$ cat config.mk
export PLATFORM = sky130hd
export DESIGN_NAME = lrip_sqrt_cell
export DESIGN_NICKNAME = d
export VERILOG_FILES = /design/src/design/lrip_sqrt_cell.sv
export SDC_FILE = /design/constraint.sdc
export NUM_CORES = 1
export LEC_CHECK = 0
export ABC_AREA = 1
export BUFFER_PORTS_ARGS = -buffer_cell sky130_fd_sc_hd__buf_2
export CAP_MARGIN = 0
export CORE_ASPECT_RATIO = 1.75
export CORE_UTILIZATION = 48
export DETAILED_ROUTE_END_ITERATION = 6
export MAX_ROUTING_LAYER = met4
export PLACE_DENSITY = 0.79
export SYNTH_ARGS = -nofsm -noshare
export SYNTH_HDL_FRONTEND = slang
export SYNTH_SLANG_ARGS = --single-unit
$ cat constraint.sdc
create_clock -name i_clk -period 2 [get_ports i_clk]
set_input_delay 0.1 -clock i_clk [delete_from_list [all_inputs] [get_ports i_clk]]
set_output_delay 0.1 -clock i_clk [all_outputs]
set_load 0.1 [all_outputs]
$ cat src/design/lrip_sqrt_cell.sv
// ----------------------------------------------------------------------------
// lrip_sqrt_cell
// One restoring square-root cell: settles one root bit per item and hands
// remainder, partial root and remaining radicand bits to the next cell.
// ----------------------------------------------------------------------------
module lrip_sqrt_cell #(
    parameter int RW = 8
) (
    input  logic            i_clk,
    input  logic            i_en,
    input  logic [RW+1:0]   i_rem,
    input  logic [RW-1:0]   i_root,
    input  logic [2*RW-1:0] i_rad,
    output logic [RW+1:0]   o_rem,
    output logic [RW-1:0]   o_root,
    output logic [2*RW-1:0] o_rad
);
    logic [RW+3:0]   w_sh;
    logic [RW+3:0]   w_trial;
    logic            w_ge;
    logic [RW+3:0]   w_diff;
    logic [RW+1:0]   r_rem;
    logic [RW-1:0]   r_root;
    logic [2*RW-1:0] r_rad;

    assign w_sh    = {i_rem, i_rad[2*RW-1 -: 2]};
    assign w_trial = {2'b00, i_root, 2'b01};
    assign w_ge    = (w_sh >= w_trial);
    assign w_diff  = w_ge ? (w_sh - w_trial) : w_sh;

    always_ff @(posedge i_clk) begin
        if (i_en) begin
            r_rem  <= w_diff[RW+1:0];
            r_root <= {i_root[RW-2:0], w_ge};
            r_rad  <= {i_rad[2*RW-3:0], 2'b00};
        end
    end

    assign o_rem  = r_rem;
    assign o_root = r_root;
    assign o_rad  = r_rad;
endmodule

* After elaboration in Yosys (flattened, before gate mapping) *
Index checks and enable logic that the tools add are counted.

word-level totals
  flip-flop bits (word level) = 32
  bits of input ports = 36
  output and inout bits = 34

cells by class
  add/sub/neg operators = 1
  $lt $le $gt $ge = 1
  muxes and demuxes = 1

operators with widths
  cell                                              number
  12-bit by 10-bit >= comparator with 1-bit output  1
  10-bit 2-to-1 mux                                 1
  10-bit subtractor                                 1

* Longest topological paths before layout *
  depth after elaboration = 2
  mapped depth = 11

* Worst setup path after synthesis *
OpenSTA, ideal clock, no wires.

  path type = input to register
  start = in i_root[1]
  end = reg r_rem[9] (netlist: o_rem[9]) (data pin)
  setup time = 0.253 ns
  arrival time = 1.206 ns
  path slack = 0.541 ns
  cell stages on the path = 9
  path through = inv_1 -> ha_1 -> a21oi_2 -> o21ai_4 -> nand2_4 -> nand4_4 -> buf_12 -> nand3_2 -> nand2_1

on the way
  word-level cells in the longest chain between the ends = 2

RTL lines
  item                                              RTL line  source
  start, declared                                   12        input logic [RW-1:0] i_root,
  12-bit by 10-bit >= comparator with 1-bit output  28        assign w_ge = (w_sh >= w_trial);
  net w_ge                                          20        logic w_ge;
  10-bit 2-to-1 mux                                 29        assign w_diff = w_ge ? (w_sh - w_trial) : w_sh;
  net w_diff[9]                                     21        logic [RW+3:0] w_diff;
  end signal, assigned                              33        r_rem <= w_diff[RW+1:0];
  end, declared                                     22        logic [RW+1:0] r_rem;

The timed path passes the listed nets, and every way through them passes these cells.
A chain may end at the register's enable or synchronous reset.

* Worst setup path in the final report *
  start = in i_rem[1]
  end = reg r_rem[1] (netlist: o_rem[1]) (data pin)

on the way
  word-level cells in the longest chain between the ends = 2

RTL lines
  item                                              RTL line  source
  start, declared                                   11        input logic [RW+1:0] i_rem,
  12-bit by 10-bit >= comparator with 1-bit output  28
  10-bit 2-to-1 mux                                 29
  net w_diff[1]                                     21

The timed path passes the listed nets, and every way through them passes these cells.

==> flow_summary.json <==
{
  "yosys-top-cells-area": "edfxtp_1 (53%), nand2_1 (10%), ha_1 (6.9%)",
  "h-tree-depth": 2,
  "drv_cap": 0,
  "synth_top_family_by_area": "simple AND/OR/NAND/NOR gates",
  "fin_total_pwr_mw": 2.11,
  "cts_tree": "built",
  "hold_viol_final": 0,
  "numPortBuffers": 67,
  "synth-seq-cells": 32,
  "cts-root-buf": "clkbuf_8",
  "synth-compound-area-share": 0.0464,
  "crit_fanout": 15,
  "p_leak_nw": 1.17,
  "finalCritPeriodShare": 0.725,
  "rows": 29,
  "p_per_area_nw_per_um2": 891,
  "setup_viol": 0,
  "via_per_inst": 4.76,
  "ctsLongestPathBuffers": 2,
  "syn-cell-area_um2": 1810,
  "numCtsBuffers": 5,
  "drtIter0Drc": 20,
  "ys_types": 26,
  "yosysTopAreaCellShare": 0.532,
  "crit_buf_inv": 1,
  "grt_pass1_wl_mm": 5.82,
  "fin_setup_tns_ps": 0,
  "synth-edff-count": 32,
  "grt_use_total": 0.196,
  "rsz0062_at_grt": "false",
  "synth_fa_ha_area_frac": 0.0693,
  "die_area_um2": 4020,
  "drtPass1Iterations": 4,
  "die_w_um": 48.4,
  "diodes": 0,
  "min_period_ps": 1450,
  "wl_per_cell_um": 11.2,
  "num-fill-cells": 307,
  "syn2layout_area_growth_pct": 30.9,
  "maxSlewHeadroom": 0.543,
  "vias": 1446,
  "crit_path_start_kind": "input pin",
  "synth-simple-area-share": 0.254,
  "routed_wl_mm": 3.40,
  "end_kind": "flip-flop",
  "dp_cells": 285,
  "start_util": 0.503,
  "boundaryPins": 70,
  "yosysWarnings": 0,
  "cts_resized": 0,
  "final_antenna_net_count": 0,
  "final_layout_size_suffix_gt1_frac": 0.364,
  "fp.dieH_um": 83.1,
  "avgSynthCellArea_um2": 10.4,
  "fmax_mhz": 689,
  "grt_max_degree": 33,
  "crit_chain": "buf_2 > ha_1 > a21oi_2 > o21ai_4 > nand2_4 > nand4_4 > nand2_1 > o21ai_0",
  "synthFlopType": "edfxtp_1",
  "slowest_delay_ps": 360,
  "cp_top_family": "simple AND/OR/NAND/NOR gates",
  "worstSetupEndpoint": "o_rem[1]",
  "antenna_found_initial": 0,
  "path_class": "input pin to flip-flop",
  "worstMarginPinSlew_ps": 685,
  "ir_worst_vdd_v": 0.000474,
  "yosysSeqAreaShare": 0.532,
  "nNetsFinal": 304,
  "arrival_ps": 1470,
  "fin_cells": 304,
  "gp_congestion": 0.875,
  "clock_sinks": 32,
  "worst_ep_required_time_ps": 2020,
  "drc": 0,
  "path_clk_slew_ps": 60,
  "postCtsSetupRepairBufs": 0,
  "cp.depth": 8,
  "dpl.hpwl_mm": 2.55,
  "hold_class": "input pin to flip-flop",
  "synth_xor_area_frac": 0.0146,
  "synthMuxAreaShare": 0,
  "cp_slowest_cell": "ha_1",
  "status": "finished, final reports clean",
  "crit_start": "i_rem[1]",
  "synthArstFlopShare": 0,
  "yosysTopAreaCell": "edfxtp_1",
  "grt_pass1_vias": 1427,
  "finalMaxSlewViolations": 0,
  "fp.coreArea_um2": 3590,
  "postSynthCellCount": 174,
  "synth_most_common_cell": "nand2_1",
  "ys_top_cells_by_count": "nand2_1 (48), edfxtp_1 (32), inv_1 (30)",
  "whs_path_depth": 1,
  "overflow": 0
}
layout by cell type (no fill, tap or decap):
master	instances
nor2_1	6
xor2_1	2
o21ai_0	2
nand2_2	4
clkbuf_8	5
nand3_4	1
o21ai_4	1
nor2_2	2
inv_1	30
nand4_1	7
nand2_1	48
a21boi_1	1
nand3_1	2
buf_2	67
a21oi_2	1
edfxtp_1	32
nand4_4	1
conb_1	2
a21oi_1	3
dlygate4sd3_1	12
nand2_4	1
nand3b_1	4
o21ai_2	3
xnor2_1	1
nand3_2	5
nor2_4	3
clkinv_1	2
ha_1	10
where the power goes:
| part | switching, mW | internal [mW] | total (mW) | leakage (nW) |
|---|---|---|---|---|
| combinational | 0.670 | 0.165 | 0.835 | 0.813 |
| sequential | 0.0121 | 0.818 | 0.830 | 0.313 |
| clock | 0.213 | 0.229 | 0.442 | 0.0391 |
| total | 0.895 | 1.21 | 2.11 | 1.17 |
registers in the layout, summed over array words and instances (netlist names):
| signal | cells |
|---|---|
| o_rad | 14 |
| o_rem | 10 |
| o_root | 8 |
worst min path at each step:
stage / slack, ps / to / startpoint
after floorplan: 200 / o_rad[10] / i_rad[8]
after global placement: 280 / o_rad[12] / i_rad[10]
after detailed placement: 280 / o_rad[6] / i_rad[4]
after CTS: 3 / o_root[2] / i_root[1]
after global routing: 2 / o_root[1] / i_root[0]
final: 4 / o_rad[8] / i_rad[6]
logic make-up after synthesis:
group	count (synthesis)
buf+inv	33
simple gates	84
fa+ha+maj	10
compound gates	11
flops	32
xor+xnor	3
other cells	1
per-stage QoR:
| step | cell area [um2] | util | hold slack, ps | setup WS (ps) |
|---|---|---|---|---|
| floorplan | 1810 | - | 199 | 541 |
| global placement | 2170 | 0.603 | 277 | 274 |
| detailed placement | 2170 | 0.603 | 278 | 226 |
| CTS | 2360 | 0.658 | 3.11 | 523 |
| global route | 2360 | 0.658 | 2.17 | 343 |
| finish | 2360 | 0.658 | 3.93 | 549 |
metal layers:
layer	wire, um	track usage
met5	0	-
met2	1810	0.341
met1	1300	0.196
met3	167	0.0348
met4	121	0.128
cell type report:
cell class,instances,area [um2],share of cell area
repair buffers,79,455,0.193
flip-flops and latches,32,961,0.407
clock buffers,5,68.8,0.0291
inverters,30,113,0.0476
clock inverters,2,7.51,0.00318
multi-input cells,110,701,0.296
well taps,46,57.6,0.0244
what timing repair did:
action	4_1_cts	5_1_grt
hold buffers	12	0
setup endpoints to repair	0	0
endpoints found under the hold margin	12	0
(Power assumes the default switching activity.)
