`src/design/lrip_pkg.sv`:
```
// ----------------------------------------------------------------------------
// lrip_pkg
// Shared widths, register indexes, CORDIC arctangent table and item types
// of the lidar range image projection block.
// ----------------------------------------------------------------------------
package lrip_pkg;

    localparam int XW        = 20;
    localparam int CFG_IDX_W = 3;
    localparam int CFG_DW    = 24;

    localparam int SQD_RW  = 21;
    localparam int SQXY_RW = 28;
    localparam int CW      = 32;
    localparam int AW      = 26;
    localparam int PW      = 27;
    localparam int TAB_LEN = 24;

    localparam int CORDIC_STAGES_DEF = 16;
    localparam int MAX_ROWS          = 128;
    localparam int MAX_COLUMNS       = 4096;

    localparam logic [CFG_IDX_W-1:0] CFG_SCAN_LINES  = 3'd0;
    localparam logic [CFG_IDX_W-1:0] CFG_TARGET_ROWS = 3'd1;
    localparam logic [CFG_IDX_W-1:0] CFG_COLUMNS     = 3'd2;
    localparam logic [CFG_IDX_W-1:0] CFG_HALF_FOV    = 3'd3;
    localparam logic [CFG_IDX_W-1:0] CFG_ROW_SCALE   = 3'd4;
    localparam logic [CFG_IDX_W-1:0] CFG_COL_SCALE   = 3'd5;

    localparam logic signed [AW-1:0] DEG90_A = 26'sd5898240;
    localparam logic signed [PW-1:0] DEG90_E = 27'sd5898240;

    localparam logic [AW-1:0] ATAN_TAB [TAB_LEN] = '{
        26'd2949120, 26'd1740967, 26'd919879, 26'd466945,
        26'd234379,  26'd117304,  26'd58666,  26'd29335,
        26'd14668,   26'd7334,    26'd3667,   26'd1833,
        26'd917,     26'd458,     26'd229,    26'd115,
        26'd57,      26'd29,      26'd14,     26'd7,
        26'd4,       26'd2,       26'd1,      26'd0
    };

    typedef struct packed {
        logic signed [CW-1:0] a;
        logic signed [CW-1:0] b;
        logic signed [AW-1:0] ang;
    } t_cordic;

    typedef struct packed {
        logic                 keep;
        logic [6:0]           row;
        logic [11:0]          column;
        logic [18:0]          cell_index;
        logic [19:0]          distance;
        logic signed [XW-1:0] out_x;
        logic signed [XW-1:0] out_y;
        logic signed [XW-1:0] out_z;
    } t_result;

endpackage

```
`src/design/lrip_cordic_cell.sv`:
```
// ----------------------------------------------------------------------------
// lrip_cordic_cell
// One vectoring CORDIC micro-rotation: rotate toward b = 0 and
// accumulate the matching arctangent.
// ----------------------------------------------------------------------------
module lrip_cordic_cell #(
    parameter int SHIFT = 0
) (
    input  logic              i_clk,
    input  logic              i_en,
    input  lrip_pkg::t_cordic i_v,
    output lrip_pkg::t_cordic o_v
);
    import lrip_pkg::*;

    logic signed [CW-1:0] w_sa;
    logic signed [CW-1:0] w_sb;
    logic signed [AW-1:0] w_step;
    t_cordic              n_v;
    t_cordic              r_v;

    assign w_sa   = $signed(i_v.a) >>> SHIFT;
    assign w_sb   = $signed(i_v.b) >>> SHIFT;
    assign w_step = $signed(ATAN_TAB[SHIFT]);

    always_comb begin
        if ($signed(i_v.b) > 0) begin
            n_v.a   = i_v.a + w_sb;
            n_v.b   = i_v.b - w_sa;
            n_v.ang = i_v.ang + w_step;
        end else begin
            n_v.a   = i_v.a - w_sb;
            n_v.b   = i_v.b + w_sa;
            n_v.ang = i_v.ang - w_step;
        end
    end

    always_ff @(posedge i_clk) begin
        if (i_en) begin
            r_v <= n_v;
        end
    end

    assign o_v = r_v;
endmodule

```
`config.mk`:
```
export PLATFORM = sky130hd
export DESIGN_NAME = lrip_cordic_cell
export DESIGN_NICKNAME = d
export VERILOG_FILES = /design/src/design/lrip_pkg.sv /design/src/design/lrip_cordic_cell.sv
export SDC_FILE = /design/constraint.sdc
export NUM_CORES = 1
export LEC_CHECK = 0
export BUFFER_PORTS_ARGS = -buffer_cell sky130_fd_sc_hd__buf_2
export CAP_MARGIN = 5
export CELL_PAD_IN_SITES_DETAIL_PLACEMENT = 1
export CELL_PAD_IN_SITES_GLOBAL_PLACEMENT = 1
export CORE_MARGIN = 4
export CORE_UTILIZATION = 30
export CTS_BUF_LIST = sky130_fd_sc_hd__clkbuf_4 sky130_fd_sc_hd__clkbuf_8 sky130_fd_sc_hd__clkbuf_16
export DETAILED_ROUTE_END_ITERATION = 8
export PLACE_DENSITY_LB_ADDON = 0.08
export SLEW_MARGIN = 10
export SYNTH_ARGS = -nofsm -noshare
export SYNTH_HDL_FRONTEND = slang
export SYNTH_SLANG_ARGS = --single-unit
```
`constraint.sdc`:
```
create_clock -name i_clk -period 4 [get_ports i_clk]
set_clock_uncertainty 0.05 [all_clocks]
set_input_delay 0.6 -clock i_clk [delete_from_list [all_inputs] [get_ports i_clk]]
set_output_delay 0.6 -clock i_clk [all_outputs]
set_load 0.005 [all_outputs]
```
; Word level (Yosys, flattened, before mapping)
; Index checks and enable logic that the tools add are counted.
; Widths: inputs -> output; s select.
[classes]
add_sub_neg = 5
order_cmp = 1
muxes = 1
[op_table]
columns = operator, n
row1 = $mux 90, 1
row2 = $sub 32x32->32, 2
row3 = $add 32x32->32, 1
row4 = $gt 32x1->1 const B, 1
row5 = $add 26x23->26 const B, 1
row6 = $sub 26x23->26 const B, 1
[totals]
regBits = 90
in_bits = 92
output_inout_bits = 90
wordCells = 10

; Longest topological paths before layout
; Gate-level depths: netlist of the first run.
[depth]
word_depth = 2
mapped_depth = 16

; Worst setup path before layout of the first run
; OpenSTA, ideal clock, no wires.
[synth_timing]
kind = input to register
from = in i_v[36] in the netlist's numbering
to = reg r_v (netlist bit o_v[25]), data pin
setup_ns = 0.259
t_arrival_ns = 3.499
t_required_ns = 3.691
slack_ns = 0.191
path_stages = 16
n_path_buf = 3
path_cell_list = nor4_1 > nand4_1 > nor2_1 > or2_2 > buf_2 > buf_1 > buf_1 > ha_1 > a21o_1 > a21oi_1 > o21bai_1 > a21oi_1 > o21ai_0 > a21o_1 > a21oi_1 > xnor2_1
[synth_rtl]
columns = item, line
row1 = start: declaration, lrip_cordic_cell.sv:11  ; input lrip_pkg::t_cordic i_v,
row2 = end signal: assignment, lrip_cordic_cell.sv:40  ; r_v <= n_v;
row3 = end: declaration, lrip_cordic_cell.sv:20  ; t_cordic r_v;

==> flow_summary.json, run 1 <==
{
  "outcome": "completed",
  "power_density_nw_per_um2": 338,
  "slew_headroom_pct": 48.1,
  "vias": 7994,
  "crit_chain": "buf_2 -> inv_1 -> ha_1 -> nor3_1 -> nand3_1 -> o21ai_1 -> nand4_1 -> a31oi_1 -> o211ai_1 -> a21oi_1 -> mux2i_1 -> xor2_1",
  "synth-seq-cells": 89,
  "grt_use_total_pct": 20.0,
  "synth_mux_area_share_pct": 1.18,
  "ys_warn_count": 0,
  "antenna_found_initial": 0,
  "slew_viol_final": 0,
  "drtIter0Drc": 399,
  "p_int_mw": 2.23,
  "min_period_over_period_pct": 87.2,
  "cts_tree": "built",
  "yosys.area.top_type": "edfxtp_1",
  "cap_violations": 0,
  "avgSynthCellArea_um2": 8.71,
  "pwr-share-comb_pct": 37.6,
  "critPathArrivalTime_ns": 3.53,
  "worstHoldPathCells": 1,
  "fmaxAchievable_ghz": 0.287,
  "synth_top_family_by_area": "compound AO/OA/AOI/OAI gates",
  "synth_area_leaders": "edfxtp_1, ha_1, a21oi_1",
  "end_kind": "flop",
  "pre_cts_ws_ns": 0.214,
  "row_count": 61,
  "hold_violations": 0,
  "clockPowerShare_pct": 26.5,
  "synth-compound-area-share_pct": 24.4,
  "p_seq_share_pct": 35.9,
  "p_leak_nw": 4.55,
  "hold_path.class": "in2reg",
  "synth.cell_area_um2": 8510,
  "finalNetCount": 1364,
  "critPathSlowestCell": "o21ai_1",
  "tns_ns": 0,
  "critPathMaxStageDelay_ns": 0.42,
  "async_flop_share_pct": 0,
  "drive_gt1_share_pct": 22.4,
  "yosysUniqueCellTypes": 77,
  "worstSetupPathType": "in2reg",
  "grt_max_degree": 69,
  "min_period_ns": 3.49,
  "io_buffers": 181,
  "cts.repair.resized": 0,
  "clkSinkCount": 89,
  "path_depth": 12,
  "dieArea_um2": 31100,
  "hold_start": "i_v[0]",
  "cts_inserted_buffers": 9,
  "synth-adder-area-share_pct": 15.8,
  "synth-xor-area-share_pct": 7.10,
  "die_x_um": 176,
  "grt_first_pass_wirelength_um": 49000,
  "switchingPower_mw": 1.25,
  "path_buf_inv": 2,
  "cts.clk_slew.worst_paths_ns": 0.08,
  "place_area_um2": 10000,
  "holdPathEnd": "o_v[0]",
  "h-tree-depth": 3,
  "synthesis.nets": 1174,
  "grt_overflow": 0,
  "postCtsSetupRepairBufs": 0,
  "synth.top_cell.area_share_pct": 31.4,
  "clockRootBuffer": "clkbuf_16",
  "post-dp-hpwl_um": 25500,
  "utilization_pct": 37.0,
  "place.gp.congestion": 0.874,
  "yosys_most_used_dff": "edfxtp_1",
  "cts_buffer_depth": 2,
  "crit_required_ns": 4.04,
  "largest_reg_flops": 89,
  "rsz0062_at_grt": "false",
  "grt_pass1_vias": 8303,
  "max_slew.worst_pin.slew_ns": 0.779,
  "synthSimpleGateAreaFrac_pct": 13.3,
  "critPathMaxFanout": 9,
  "cp-start-kind": "input pin",
  "routed_wl_um": 31600,
  "initial_core_util_pct": 30.6,
  "viasPerCell": 5.16,
  "cts_hold_buf": 0,
  "finalSetupViolCount": 0,
  "post_drt_wl_per_cell_um": 20.4,
  "drc_errors": 0,
  "timing.final.ws_setup_ns": 0.514,
  "antenna_left": 0,
  "firstDrtPassIters": 5,
  "core_area_um2": 27900,
  "hold_slack_ns": 0.363,
  "ios": 182,
  "crit_family": "compound AO/OA/AOI/OAI gates",
  "area_growth_pct": 21.1,
  "final_cell_area_um2": 10300,
  "diodes": 0,
  "crit_start": "i_v[32]",
  "die_y_um": 176,
  "sw_frac_of_total_pct": 35.9,
  "ir_worst_vdd_mv": 0.179,
  "synth-edff-count": 89,
  "ys_seq_area_share_pct": 31.4,
  "syn_inst": 977
}
## how the worst max path moves through the flow
stage | endpoint
after floorplan | o_v[25]
after global placement | o_v[56]
after detailed placement | o_v[25]
after CTS | o_v[89]
after global routing | o_v[25]
final | o_v[83]
## routing by layer
metal | global-route usage [%] | vias to the layer above | routed length [um]
met2 | 32.6 | 209 | 14400
met4 | 3.55 | 0 | 377
met1 | 28.3 | 3873 | 15400
met5 | 0 | - | 0
li1 | - | 3892 | -
met3 | 3.43 | 20 | 1480
## cells in the final DEF, fill, tap and decap left out, types with 5 or more instances in the layout
cell and n:
a211oi_1 15, a21o_1 21, a21oi_1 126, a31oi_1 12, and2_1 5, buf_2 180, buf_4 39, clkbuf_16 9
edfxtp_1 89, ha_1 101, inv_1 96, inv_2 6, mux2i_1 10, nand2_1 54, nand2b_1 8, nand3_1 17
nand4_1 12, nor2_1 77, nor2b_1 6, nor3_1 16, nor4_1 11, o211ai_1 9, o21ai_0 53, o21ai_1 5
o21bai_1 19, o31a_1 5, o31ai_1 11, or2_2 7, or3_1 7, xnor2_1 61, xor2_1 8
## kinds of logic (layout without fill, tap and decap cells)
family | count (synthesis) | after routing
adders and majority gates | 105 | 105
xor gates and xnor gates | 69 | 69
muxes | 10 | 10
AOI/OAI and AO/OA | 326 | 326
and+or+nand+nor | 235 | 235
buffers and inverters | 143 | 338
DFF | 89 | 89
## cell usage after synthesis, drive strengths merged (3+ instances only)
master	n
a21oi	127
ha	101
inv	101
edfxtp	89
nor2	79
xnor2	61
o21ai	59
nand2	54
buf	24
a21o	21
o21bai	19
clkbuf	17
nand3	17
nor3	17
a211oi	16
a31oi	12
nand4	12
nor4	11
o31ai	11
mux2i	10
o211ai	9
nand2b	8
xor2	8
or2	7
or3	7
nor2b	6
and2	5
o311ai	5
o31a	5
fa	4
o21a	4
a211o	3
a21boi	3
a221oi	3
a311oi	3
a41oi	3
and3	3
nor3b	3
o2111ai	3
## through the flow
step	total power [mW]	std cells
2_1_floorplan	2.03	977
3_3_place_gp	2.58	1534
3_5_place_dp	2.58	1534
4_1_cts	3.53	1550
5_1_grt	3.72	1550
6_report	3.48	1550
## power groups by stage
stage | logic, mW | clock network, mW | registers (mW)
after floorplan | 0.735 | 0 | 1.29
after detailed placement | 1.31 | 0 | 1.27
after global routing | 1.45 | 1.01 | 1.26
after CTS | 1.32 | 0.959 | 1.25
after global placement | 1.31 | 0 | 1.27
final | 1.31 | 0.923 | 1.25
## area by class of cell
type / instances / area [um2]
Clock buffer: 9 / 225
Clock inverter: 7 / 76.3
Fill cell: 3387 / 17600
Inverter: 102 / 383
Multi-Input combinational cell: 745 / 5260
Sequential cell: 89 / 2670
Tap cell: 378 / 473
Timing Repair Buffer: 220 / 1210
No activity file was read; power rests on OpenSTA's default activity.
==> inputs of run 2 (changes only) <==
ABC_AREA = 1   (was unset)
MAX_ROUTING_LAYER = met4   (was unset)
PLACE_DENSITY = 0.64   (was unset)
PLACE_DENSITY_LB_ADDON = unset   (was 0.08)
==> flow_summary.json, run 2 <==
{
  "ys_warn_count": 0,
  "max_slew.worst_pin.slew_ns": 0.824,
  "core_area_um2": 34600,
  "io_buffers": 181,
  "critPathMaxFanout": 5,
  "switchingPower_mw": 1.46,
  "post-dp-hpwl_um": 34500,
  "dpl.cell_count": 2307,
  "wl_met2_um": 18300,
  "final_cell_mix": "nand2_1, inv_1, buf_2, nand3_1, nor2_1",
  "async_flop_share_pct": 0,
  "hold_path.class": "in2reg",
  "min_period_ns": 3.06,
  "diodes": 0,
  "fmaxAchievable_ghz": 0.327,
  "viasPerCell": 4.72,
  "cts_hold_buf": 0,
  "worstSetupPathType": "in2reg",
  "grt_pass1_vias": 11700,
  "slew_viol_final": 0,
  "yosys.area.top_type": "edfxtp_1",
  "yosys_most_used_dff": "edfxtp_1",
  "place.gp.congestion": 0.941,
  "synth.top_cells.by_count": "nand2_1, inv_1, nand3_1, nor2_1, ha_1",
  "drc_errors": 0,
  "p_seq_share_pct": 32.6,
  "instances_no_fill": 2323,
  "initial_core_util_pct": 30.5,
  "power_density_nw_per_um2": 307,
  "rsz0062_at_grt": "false",
  "cts.repair.resized": 0,
  "place_area_um2": 11800,
  "drive_gt1_share_pct": 11.9,
  "antenna_found_initial": 0,
  "slew_headroom_pct": 45.1,
  "min_period_over_period_pct": 76.5,
  "cts_tree": "built",
  "grt_first_pass_wirelength_um": 63700,
  "row_count": 68,
  "cp-start-kind": "input pin",
  "syn_inst": 1705,
  "cts_buffer_depth": 2,
  "clockRootBuffer": "clkbuf_16",
  "ys_seq_area_share_pct": 25.3,
  "die_y_um": 196,
  "pwr-share-comb_pct": 39.2,
  "routed.top_layer": "met4",
  "sw_frac_of_total_pct": 38.9,
  "area_growth_pct": 15.6,
  "yosysUniqueCellTypes": 34,
  "tns_ns": 0,
  "crit_required_ns": 4.08,
  "end_kind": "flop",
  "critPathArrivalTime_ns": 3.14,
  "layout_commonest_cell": "nand2_1",
  "grt_max_degree": 71,
  "hold_violations": 0,
  "cap_violations": 0,
  "met1_length_um": 19800,
  "ir_worst_vdd_mv": 0.247,
  "synthesis.nets": 1902,
  "postCtsSetupRepairBufs": 0,
  "finalSetupViolCount": 0,
  "grt_overflow": 0,
  "outcome": "completed",
  "vias": 11000,
  "cts.clk_slew.worst_paths_ns": 0.07,
  "synth-edff-count": 89,
  "clkSinkCount": 89,
  "ios": 182,
  "synth.top_cell.area_share_pct": 25.3,
  "p_leak_nw": 6.88,
  "routed_wl_um": 40500,
  "clockPowerShare_pct": 28.2,
  "nFillCells": 4626,
  "dr_wl_met3_um": 1240,
  "drtIter0Drc": 481,
  "final_cell_area_um2": 12200,
  "post_drt_wl_per_cell_um": 17.4,
  "synth.cell_area_um2": 10500,
  "yosysMostFrequentCell": "nand2_1",
  "cts_inserted_buffers": 9,
  "avgSynthCellArea_um2": 6.19,
  "synth-seq-cells": 89,
  "worstHoldPathCells": 1,
  "synth_area_leaders": "edfxtp_1, nand2_1, inv_1",
  "firstDrtPassIters": 4,
  "p_int_mw": 2.29,
  "grt_use_total_pct": 21.7,
  "h-tree-depth": 3,
  "hold_slack_ns": 0.352,
  "finalNetCount": 2060,
  "largest_reg_flops": 89,
  "dieArea_um2": 38200,
  "antenna_left": 0,
  "die_x_um": 196
}
-- run 2: cell count changes after synthesis, sizes merged, moves of 16 or more --
cell	change
nand2	+582
o21ai	-19
a21o	-18
xnor2	-57
a211oi	-16
nand3	+139
inv	+238
xor2	+26
nor2	+38
a21oi	-51
-- run 2: worst max-delay path, stage by stage --
cell     delay [ns]
buf_2          0.12
nor2_1         0.24
nand4_1        0.17
nor3_1         0.17
buf_4          0.13
nand3_1        0.16
nand2_2        0.13
inv_2          0.08
ha_1           0.35
a21oi_1        0.20
nand2_1        0.11
a21oi_1        0.22
nor2_1         0.06
o21ai_0        0.21
a21o_1         0.15
nand2_1        0.04
-- run 2: cells by family (layout without fill, tap and decap cells) --
group / after synthesis / count (layout) / share of synthesized area [%]
adder cells (fa/ha/maj): 105 / 105 / 12.7
buffers and inverters: 379 / 542 / 14.2
flip-flops: 89 / 89 / 25.3
AND/OR/NAND/NOR: 957 / 957 / 37.6
AO/OA/AOI/OAI: 137 / 137 / 6.99
XOR/XNOR: 38 / 38 / 3.16
-- run 2: metal layers --
| layer | vias to the layer above | global-route usage, % |
|---|---|---|
| li1 | 5589 | - |
| met1 | 5132 | 28.8 |
| met2 | 202 | 35.0 |
| met3 | 51 | 2.05 |
| met4 | 0 | 7.21 |
| met5 | - | - |
-- run 2: power groups by stage --
stage	Clock [mW]	Combinational [mW]	Sequential [mW]
floorplan	0	0.874	1.26
global placement	0	1.44	1.24
detailed placement	0	1.47	1.24
finish	1.06	1.47	1.22
CTS	1.10	1.47	1.22
global route	1.13	1.66	1.23
-- run 2: worst paths after layout --
check,start,end,slack [ns]
min,i_v[14],o_v[14],0.35
max,i_v[44],o_v[24],0.94
-- run 2: final cells by class --
type                            instances  area, um2  share of cell area, %
Multi-Input combinational cell       1237       6380                   52.3
Sequential cell                        89       2670                   21.9
Inverter                              339       1270                   10.4
Timing Repair Buffer                  187        953                   7.82
Tap cell                              455        569                   4.67
Clock buffer                            9        225                   1.85
Clock inverter                          7        124                   1.02
-- run 2: through the flow --
stage,setup WS [ns],total power [mW],utilization (%)
after detailed placement,0.578,2.71,34.2
final,0.939,3.74,35.2
after floorplan,1.12,2.13,-
after CTS,0.966,3.80,35.2
after global placement,0.588,2.68,34.2
after global routing,0.670,4.02,35.2
==> inputs of run 3 (changes only) <==
clock period = 2.6 ns   (was 4 ns; I/O delays follow)
==> flow_summary.json, run 3 (synthesized netlist as in run 2, its figures left out) <==
{
  "min_period_ns": 2.54,
  "io_buffers": 181,
  "min_period_over_period_pct": 97.7,
  "power_density_nw_per_um2": 431,
  "final_cell_mix": "nand2_1, inv_1, buf_4, buf_2, nand3_1",
  "hold_path.class": "in2reg",
  "p_leak_nw": 7.85,
  "drtIter0Drc": 522,
  "cts_inserted_buffers": 9,
  "critPathMaxStageDelay_ns": 0.35,
  "critPathMaxFanout": 5,
  "area_growth_pct": 31.2,
  "finalNetCount": 2265,
  "place.gp.congestion": 0.918,
  "grt_pass1_vias": 12500,
  "antenna_found_initial": 0,
  "slew_headroom_pct": 45.9,
  "worstSetupPathType": "in2reg",
  "layout.area.seq_um2": 2670,
  "instances_no_fill": 2528,
  "layout_commonest_cell": "nand2_1",
  "cts_hold_buf": 0,
  "clkSinkCount": 89,
  "cts_buffer_depth": 2,
  "ios": 182,
  "firstDrtPassIters": 5,
  "grt_overflow": 0,
  "crit_chain": "buf_2 -> nor2_1 -> nand4_1 -> nor3_2 -> buf_4 -> nand3_2 -> buf_4 -> nand2_4 -> inv_4 -> fa_2 -> nand3b_1 -> nand2_1 -> a21oi_2 -> nor2_1 -> o21ai_2 -> nand3_1 -> nand2_1",
  "vias": 11800,
  "slew_viol_final": 0,
  "cp-start-kind": "input pin",
  "clockRootBuffer": "clkbuf_16",
  "critPathArrivalTime_ns": 2.64,
  "grt_first_pass_wirelength_um": 67500,
  "drive_gt1_share_pct": 21.6,
  "die_y_um": 196,
  "viasPerCell": 4.67,
  "crit_required_ns": 2.70,
  "grt_use_total_pct": 23.1,
  "die_x_um": 196,
  "fmaxAchievable_ghz": 0.394,
  "finalSetupViolCount": 0,
  "h-tree-depth": 3,
  "ir_worst_vdd_mv": 0.384,
  "initial_core_util_pct": 30.5,
  "dieArea_um2": 38200,
  "max_slew.worst_pin.slew_ns": 0.811,
  "cap_violations": 0,
  "post_drt_wl_per_cell_um": 17.0,
  "largest_reg_flops": 89,
  "routed_wl_um": 43000,
  "dpl.cell_count": 2512,
  "outcome": "completed",
  "critPathSlowestCell": "fa_2",
  "multi_input_area_um2": 6500,
  "hold_violations": 0,
  "grt_max_degree": 71,
  "p_total_mw": 5.97,
  "post-dp-hpwl_um": 36900,
  "drc_errors": 0,
  "row_count": 68,
  "end_kind": "flop",
  "cts.clk_slew.worst_paths_ns": 0.08,
  "cts_tree": "built",
  "nFillCells": 4659,
  "core_area_um2": 34600,
  "antenna_left": 0,
  "diodes": 0,
  "postCtsSetupRepairBufs": 0
}
## run 3: final timing paths
| kind | start | end | slack, ns | cells past startpoint |
|---|---|---|---|---|
| worst min-delay path | i_v[10] | o_v[10] | 0.12 | 1 |
| worst max-delay path | i_v[50] | o_v[24] | 0.06 | 17 |
## run 3: power breakdown
group | internal [mW] | switching (mW) | leakage (nW) | total, mW
logic | 1.06 | 1.62 | 6.84 | 2.68
registers | 1.83 | 0.0487 | 0.870 | 1.87
clock network | 0.679 | 0.735 | 0.140 | 1.41
## run 3: final cells by class
type / count / share of cell area, %
flip-flops and latches: 89 / 19.3
clock buffers: 9 / 1.63
repair buffers: 392 / 18.2
clock inverters: 7 / 0.534
well taps: 455 / 4.11
inverters: 339 / 9.21
multi-input cells: 1237 / 47.0
## run 3: stage by stage
stage / hold WS, ns / area [um2] / setup TNS (ns) / setup WS [ns] / util [%]
2_1_floorplan: 0.439 / 10600 / 0 / 0.000863 / -
3_3_place_gp: 0.516 / 13400 / -9.14 / -0.423 / 38.8
3_5_place_dp: 0.518 / 13400 / -11.00 / -0.486 / 38.8
4_1_cts: 0.0913 / 13700 / 0 / 0.0174 / 39.7
5_1_grt: 0.106 / 13800 / -0.0872 / -0.0427 / 40.0
6_report: 0.118 / 13800 / 0 / 0.0610 / 40.0
## run 3: per-layer routing
metal	vias up	GRT usage, %	part of all wire (%)
met2	213	37.2	45
met1	5542	30.3	48
met3	50	2.16	3.0
met4	0	8.53	3.4
met5	-	-	0
li1	6003	-	-
## run 3: what timing repair did
action | CTS | global route
pin swaps | 0 | 4
setup endpoints to repair | 3 | 6
gates resized for setup | 4 | 20
endpoints found under the hold margin | 0 | 0
## run 3: critical path, delay by kind of cell
kind	cells	cell delay (ns)
fa+ha+maj	1	0.35
simple gates	10	1.27
compound gates	2	0.15
buf+inv	4	0.46
